==> config.mk <==
export PLATFORM = sky130hd
export DESIGN_NAME = key_debounce_click_classifier
export DESIGN_NICKNAME = d
export VERILOG_FILES = /design/src/kdc_pkg.sv /design/src/kdc_eval.sv /design/src/key_debounce_click_classifier.sv
export SDC_FILE = /design/constraint.sdc
export NUM_CORES = 2
export LEC_CHECK = 0
export BUFFER_PORTS_ARGS = -buffer_cell sky130_fd_sc_hd__buf_2
export CORE_ASPECT_RATIO = 0.5
export CORE_UTILIZATION = 45
export CTS_CLUSTER_DIAMETER = 150
export DETAILED_ROUTE_END_ITERATION = 8
export PLACE_DENSITY_LB_ADDON = 0.05
export SYNTH_ARGS = -nofsm -noshare
export SYNTH_HDL_FRONTEND = slang
export SYNTH_SLANG_ARGS = --single-unit
==> constraint.sdc <==
create_clock -name i_clk -period 20.2 [get_ports i_clk]
set_input_delay 4.04 -clock i_clk [delete_from_list [all_inputs] [get_ports i_clk]]
set_output_delay 4.04 -clock i_clk [all_outputs]
set_load 0.01 [all_outputs]
==> src/kdc_pkg.sv <==
`timescale 1ns / 1ps
package kdc_pkg;

    localparam int KEY_IDX_W    = 3;
    localparam int TIME_W       = 32;
    localparam int CFG_W        = 16;
    localparam int CFG_IDX_W    = 2;
    localparam int TALLY_W      = 2;
    localparam int NUM_KEYS_DEF = 8;

    localparam logic [CFG_IDX_W-1:0] CFG_DEBOUNCE     = 2'd0;
    localparam logic [CFG_IDX_W-1:0] CFG_DOUBLE_WINDOW = 2'd1;
    localparam logic [CFG_IDX_W-1:0] CFG_LONG_HOLD    = 2'd2;

    localparam logic [CFG_W-1:0] DEBOUNCE_RST      = 16'd50;
    localparam logic [CFG_W-1:0] DOUBLE_WINDOW_RST = 16'd400;
    localparam logic [CFG_W-1:0] LONG_HOLD_RST     = 16'd1000;

    localparam logic [TALLY_W-1:0] TALLY_MAX          = 2'd3;
    localparam logic [TALLY_W-1:0] DOUBLE_MIN_PRESSES = 2'd2;

    typedef struct packed {
        logic              raw_prev;
        logic              debounced_level;
        logic [TIME_W-1:0] change_stamp;
        logic [TIME_W-1:0] press_stamp;
        logic [TIME_W-1:0] release_stamp;
        logic [TALLY_W-1:0] press_tally;
        logic              press_consumed;
        logic              click_pending;
    } t_key_state;

    typedef struct packed {
        logic [CFG_W-1:0] debounce_ms;
        logic [CFG_W-1:0] double_window_ms;
        logic [CFG_W-1:0] long_hold_ms;
    } t_cfg;

    typedef struct packed {
        logic single_click;
        logic double_click;
        logic long_hold;
        logic stable_level;
    } t_flags;

endpackage

==> src/kdc_eval.sv <==
`timescale 1ns / 1ps
module kdc_eval (
    input  kdc_pkg::t_key_state          i_state,
    input  logic                         i_raw,
    input  logic [kdc_pkg::TIME_W-1:0]   i_now,
    input  kdc_pkg::t_cfg                i_cfg,
    output kdc_pkg::t_key_state          o_state,
    output kdc_pkg::t_flags              o_flags
);
    import kdc_pkg::*;

    logic [TIME_W-1:0] chg_stamp;
    logic [TIME_W-1:0] debounce_ext;
    logic [TIME_W-1:0] window_ext;
    logic [TIME_W-1:0] hold_ext;
    logic              settled;
    logic              flip;
    logic              press_edge;
    logic              release_edge;
    t_key_state        s1;
    t_key_state        s2;
    t_key_state        s3;
    logic              dbl_hit;
    logic              dbl_gap_ok;
    logic              dbl_stale;
    logic              lng_hit;
    logic [TIME_W-1:0] held_for;

    assign debounce_ext = TIME_W'(i_cfg.debounce_ms);
    assign window_ext   = TIME_W'(i_cfg.double_window_ms);
    assign hold_ext     = TIME_W'(i_cfg.long_hold_ms);

    // debounce
    assign chg_stamp    = (i_raw != i_state.raw_prev) ? i_now : i_state.change_stamp;
    assign settled      = (i_now - chg_stamp) > debounce_ext;
    assign flip         = settled && (i_raw != i_state.debounced_level);
    assign press_edge   = flip && i_raw;
    assign release_edge = flip && !i_raw;

    always_comb begin
        s1                 = i_state;
        s1.raw_prev        = i_raw;
        s1.change_stamp    = chg_stamp;
        s1.debounced_level = flip ? i_raw : i_state.debounced_level;
        if (press_edge) begin
            s1.press_stamp    = i_now;
            s1.press_consumed = 1'b0;
            if (i_state.press_tally != TALLY_MAX) begin
                s1.press_tally = i_state.press_tally + TALLY_W'(1);
            end
        end
        if (release_edge) begin
            s1.release_stamp = i_now;
            if (!i_state.press_consumed) begin
                s1.click_pending = 1'b1;
            end
        end
    end

    // single click
    always_comb begin
        s2 = s1;
        if (s1.click_pending) begin
            s2.click_pending  = 1'b0;
            s2.press_consumed = 1'b1;
        end
    end

    // double click
    assign held_for   = i_now - s2.press_stamp;
    assign dbl_gap_ok = (s2.press_stamp - s2.release_stamp) <= window_ext;
    assign dbl_stale  = held_for > window_ext;
    assign dbl_hit    = (s2.press_tally >= DOUBLE_MIN_PRESSES) && dbl_gap_ok;

    always_comb begin
        s3 = s2;
        if (s2.press_tally >= DOUBLE_MIN_PRESSES) begin
            if (dbl_gap_ok) begin
                s3.press_tally    = '0;
                s3.press_consumed = 1'b1;
                s3.click_pending  = 1'b0;
            end else if (dbl_stale) begin
                s3.press_tally = '0;
            end
        end
    end

    // long press
    assign lng_hit = s3.debounced_level && !s3.press_consumed && (held_for >= hold_ext);

    always_comb begin
        o_state = s3;
        if (lng_hit) begin
            o_state.press_consumed = 1'b1;
            o_state.click_pending  = 1'b0;
        end
    end

    assign o_flags.single_click = s1.click_pending;
    assign o_flags.double_click = dbl_hit;
    assign o_flags.long_hold    = lng_hit;
    assign o_flags.stable_level = s3.debounced_level;

endmodule

==> src/key_debounce_click_classifier.sv <==
`timescale 1ns / 1ps
// Debounce and click classifier for up to NUM_KEYS keys. Each request is one
// sample of one key (index, raw level, millisecond time stamp) and yields one
// result: single, double and long press flags plus the debounced level. One
// sample is taken every clock cycle unless the result side stalls; a result
// passes through the input register, then the result register, and the key's
// state is read and rewritten as the sample moves between the two, so
// samples of the same key may follow each other back to back. A sample whose
// index is NUM_KEYS or above leaves all state alone and returns all-zero flags.
// Register writes through the configuration port take effect at once.
module key_debounce_click_classifier #(
    parameter int NUM_KEYS = kdc_pkg::NUM_KEYS_DEF
) (
    input  logic                          i_clk,
    input  logic                          i_rst_n,
    input  logic                          i_cfg_we,
    input  logic [kdc_pkg::CFG_IDX_W-1:0] i_cfg_idx,
    input  logic [kdc_pkg::CFG_W-1:0]     i_cfg_data,
    input  logic                          i_valid,
    output logic                          o_ready,
    input  logic [kdc_pkg::KEY_IDX_W-1:0] i_key_index,
    input  logic                          i_raw_pressed,
    input  logic [kdc_pkg::TIME_W-1:0]    i_now_ms,
    output logic                          o_valid,
    input  logic                          i_ready,
    output logic                          o_single_click,
    output logic                          o_double_click,
    output logic                          o_long_hold,
    output logic                          o_stable_level
);
    import kdc_pkg::*;

    localparam int KEY_AW = (NUM_KEYS > 1) ? $clog2(NUM_KEYS) : 1;

    t_cfg                   r_cfg;
    t_key_state             r_keys [NUM_KEYS];
    logic                   r_in_valid;
    logic                   r_in_range;
    logic [KEY_AW-1:0]      r_key;
    logic                   r_raw;
    logic [TIME_W-1:0]      r_now;
    logic                   r_out_valid;
    t_flags                 r_out;

    logic [KEY_AW-1:0]      key_sel;
    logic                   advance;
    t_key_state             cur_state;
    t_key_state             n_state;
    t_flags                 n_flags;

    assign advance = !r_out_valid || i_ready;
    assign o_ready = !r_in_valid || advance;
    assign key_sel = r_key;

    always_ff @(posedge i_clk) begin
        if (!i_rst_n) begin
            r_cfg.debounce_ms      <= DEBOUNCE_RST;
            r_cfg.double_window_ms <= DOUBLE_WINDOW_RST;
            r_cfg.long_hold_ms     <= LONG_HOLD_RST;
        end else if (i_cfg_we) begin
            unique case (i_cfg_idx)
                CFG_DEBOUNCE:      r_cfg.debounce_ms      <= i_cfg_data;
                CFG_DOUBLE_WINDOW: r_cfg.double_window_ms <= i_cfg_data;
                CFG_LONG_HOLD:     r_cfg.long_hold_ms     <= i_cfg_data;
                default:           ;
            endcase
        end
    end

    // input register
    always_ff @(posedge i_clk) begin
        if (!i_rst_n) begin
            r_in_valid <= 1'b0;
        end else if (o_ready) begin
            r_in_valid <= i_valid;
        end
    end

    always_ff @(posedge i_clk) begin
        if (o_ready && i_valid) begin
            r_in_range <= int'(i_key_index) < NUM_KEYS;
            r_key      <= KEY_AW'(i_key_index);
            r_raw      <= i_raw_pressed;
            r_now      <= i_now_ms;
        end
    end

    always_comb begin
        cur_state = '0;
        if (r_in_range) begin
            cur_state = r_keys[key_sel];
        end
    end

    kdc_eval u_eval (
        .i_state (cur_state),
        .i_raw   (r_raw),
        .i_now   (r_now),
        .i_cfg   (r_cfg),
        .o_state (n_state),
        .o_flags (n_flags)
    );

    // key state: write back when the sample moves to the result register
    always_ff @(posedge i_clk) begin
        if (!i_rst_n) begin
            for (int k = 0; k < NUM_KEYS; k++) begin
                r_keys[k] <= '0;
            end
        end else if (r_in_valid && advance && r_in_range) begin
            r_keys[key_sel] <= n_state;
        end
    end

    // result register
    always_ff @(posedge i_clk) begin
        if (!i_rst_n) begin
            r_out_valid <= 1'b0;
        end else if (advance) begin
            r_out_valid <= r_in_valid;
        end
    end

    always_ff @(posedge i_clk) begin
        if (advance && r_in_valid) begin
            r_out <= r_in_range ? n_flags : '0;
        end
    end

    assign o_valid        = r_out_valid;
    assign o_single_click = r_out.single_click;
    assign o_double_click = r_out.double_click;
    assign o_long_hold    = r_out.long_hold;
    assign o_stable_level = r_out.stable_level;

    a_long_excl: assert property (@(posedge i_clk) disable iff (!i_rst_n)
        r_out_valid |-> !(r_out.long_hold && (r_out.single_click || r_out.double_click)))
        else $error("long press reported with a click");

    a_long_level: assert property (@(posedge i_clk) disable iff (!i_rst_n)
        (r_out_valid && r_out.long_hold) |-> r_out.stable_level)
        else $error("long press reported on a released key");

    a_out_src: assert property (@(posedge i_clk) disable iff (!i_rst_n)
        $rose(r_out_valid) |-> $past(r_in_valid))
        else $error("result without a request in the input register");

    a_pending_clear: assert property (@(posedge i_clk) disable iff (!i_rst_n)
        (r_in_valid && r_in_range) |-> !cur_state.click_pending)
        else $error("click left pending after a sample");

endmodule

==> results.ini <==
[setup_path]
crit_end = r_keys[4][2]
crit_path_end_kind = flop
crit_fanout = 43
critPathTopFamily = compound AO/OA/AOI/OAI gates
rrSetupSlack_ns = 4.52
path_buf_inv = 3
cp.required_ns = 20.64
reg2reg_to = r_keys[4][2]
cp_num_cells = 55
cp_slowest_stage_delay_ns = 0.74
worstPathArrival_ns = 16.12
worst-setup-path-type = reg2reg
worstSetupStartpointType = flop
worst-r2r-cell-count = 55
slowest_stage = or4_1

[pwr]
cellLeakagePower_uw = 0.0193
p_int_uw = 3470
seqPwrFrac_pct = 41.8
power.density_nw_per_um2 = 100
pwr-share-clk_pct = 31.5
switching_share_pct = 32.7
switching_power_uw = 1690
worst_ir_drop_vdd_v = 0.0000691
combPwrFrac_pct = 26.8

[layout]
area_delta_synth_final_pct = 9.95
final_net_count = 4140
stdcell_count = 5356
drive_gt1_share_pct = 14.7
antenna_cells = 0

[floorplanning]
die-area_um2 = 105000
initial_core_util_pct = 45.5
fp-row-count = 83
die_height_um = 230
core_um2 = 103000
die_x_um = 458
io_pins = 65

[global_routing]
grt_use_met3_pct = 5.00
busiest_layer = met1
grt_max_degree = 102
grt_pass1_vias = 32400
grt.total_usage_pct = 29.7
grtUsageMet2_pct = 44.8
grt_pass1_wl_um = 227000
use_met1_pct = 45.3
antenna_found_initial = 2
grt_overflow_total = 0

[yosys]
synth-seq-cells = 901
synth-main-ff-cell = edfxtp_1
synthDominantCellAreaShare_pct = 54.4
ys_warn_count = 0
synth_edf_count = 848
synth_nets = 4129
syn_area_per_cell_um2 = 11.9
yosys-top-cells-area = edfxtp_1, mux4_2, nor2_1, ha_1, mux2i_1
async_flop_share_pct = 0
seq_area_frac_synth_pct = 56.7
ys_types = 99
synth.cell_area_um2 = 46800
synth_area_leader_cell = edfxtp_1
netlist_instances = 3916

[sta]
relSlewSlack_pct = 12.0
period_share_pct = 77.6
fmax_mhz = 63.8
rsz0062_at_grt = no
max_slew.worst_pin.slew_ns = 1.28
hold_violations = 0
setup_viol = 0
setup_tns_ns = 0
report.final.slew_viol_count = 0
skew_ns = 0.0281
min_period_ns = 15.68

[cts]
cts.sinks = 901
clockRootBuffer = clkbuf_16
clk_path_buf_depth = 3
ctsHoldBuffers = 0
insertion_delay_ns = 0.70
path_clk_slew_ns = 0.07
cts_inserted_buffers = 86
cts_tree = done
h-tree-depth = 3
cts_resized = 0
cts_setup_buffers = 0

[routing]
wirelength_um = 157000
vias = 33100
drtAntennaViolNets = 0
drc = 0
drt-initial-drc-count = 3671
wire_per_inst_um = 29.3
viasPerCell = 6.17
firstDrtPassIters = 5

[flow_run]
cap_violations = 0

[placement]
place_inst = 5199
numPortBuffers = 64
globalplace.congestion = 0.995
post-dp-hpwl_um = 98900

[status]
status = finished, final reports clean

[min_path]
hp-class = reg2reg

## cell usage after synthesis (all sizes together) (26+ instances only)
master and instances:
buf 35, nor2b 26, ha 151, mux2 44, inv 119, a21boi 45, a21o 61, nand3 34
nand2b 32, dfxtp 53, mux2i 113, nand4 43, nor2 929, xnor2 39, clkbuf 198, o21ai 137
edfxtp 848, nand2 251, a21oi 216, o21a 26, mux4 196
## layout make-up
class	count	area, um2
Clock buffer	105	2260
Clock inverter	52	443
Fill cell	9123	51400
Inverter	119	447
Multi-Input combinational cell	2663	19000
Sequential cell	901	26500
Tap cell	1360	1700
Timing Repair Buffer	156	1040
## metrics by stage
stage	total power, uW	util (%)	setup WS, ns	area (um2)	hold WS, ns
2_1_floorplan	3100	-	6.21	46800	0.443
3_3_place_gp	3540	47.4	5.17	48700	0.457
3_5_place_dp	3550	47.4	4.86	48700	0.461
4_1_cts	5160	50.0	4.78	51400	0.470
5_1_grt	5370	50.0	3.15	51400	0.492
6_report	5160	50.0	4.52	51400	0.470
## worst reg2reg max path: cells and delay by family, from the launching register on
| kind | cells | cell delay, ns |
|---|---|---|
| and+or+nand+nor | 16 | 3.73 |
| DFF | 1 | 0.70 |
| muxes | 4 | 1.53 |
| xor gates and xnor gates | 2 | 0.25 |
| adders and majority gates | 4 | 1.39 |
| buffers and inverters | 3 | 1.18 |
| AOI/OAI and AO/OA | 26 | 6.64 |
## placed cells by master, fill, tap and decap left out, drive strengths merged, types with 13 or more instances in the layout
cell,count
o31ai,19
edfxtp,848
clkbuf,105
inv,126
dfxtp,53
nand4,43
xor2,23
mux2,44
buf,156
nand2b,32
xnor2,39
a31oi,13
mux4,196
nand3,34
a21boi,45
o21bai,25
a21oi,216
o21a,26
nor4,16
nor2,929
o21ai,137
nor3,24
o211ai,24
nand2,251
and2,15
nor2b,26
a21o,61
a211oi,14
ha,151
mux2i,113
clkinv,39
## registers in the layout, summed over array words and instances (netlist names), named ones only
signal,cells
o_double_click,1
r_raw,1
r_now,32
o_long_hold,1
o_valid,1
r_in_valid,1
key_sel,3
o_stable_level,1
r_cfg,48
o_single_click,1
r_keys,808
## kinds of logic after synthesis
logic type               after synthesis  share of synthesized area [%]
AND/OR/NAND/NOR                     1437                           13.0
flip-flops                           901                           56.7
AO/OA/AOI/OAI                        655                           9.03
multiplexers                         353                           12.9
buffers and inverters                352                           2.92
adder cells (fa/ha/maj)              156                           4.21
XOR/XNOR                              62                           1.16
## worst min path at each step
stage | slack, ns | cells past startpoint | endpoint | start
after floorplan | 0.44 | 2 | r_cfg[25] | r_cfg[25]
after CTS | 0.47 | 2 | r_cfg[40] | r_cfg[40]
after global routing | 0.49 | 2 | r_cfg[39] | r_cfg[39]
after detailed placement | 0.46 | 2 | r_cfg[40] | r_cfg[40]
final | 0.47 | 2 | r_cfg[39] | r_cfg[39]
after global placement | 0.46 | 2 | r_cfg[1] | r_cfg[1]
## layer usage
metal | up-vias | share of wire, %
li1 | 14400 | -
met1 | 17100 | 46
met2 | 1358 | 44
met3 | 170 | 8.2
met4 | 0 | 1.7
met5 | - | 0
## power by group through the flow
stage,Combinational (uW),Clock [uW],Sequential [uW]
floorplan,920,0,2180
global placement,1350,0,2190
detailed placement,1350,0,2200
CTS,1360,1640,2150
global route,1500,1710,2160
finish,1380,1620,2150
(Power assumes the default switching activity.)
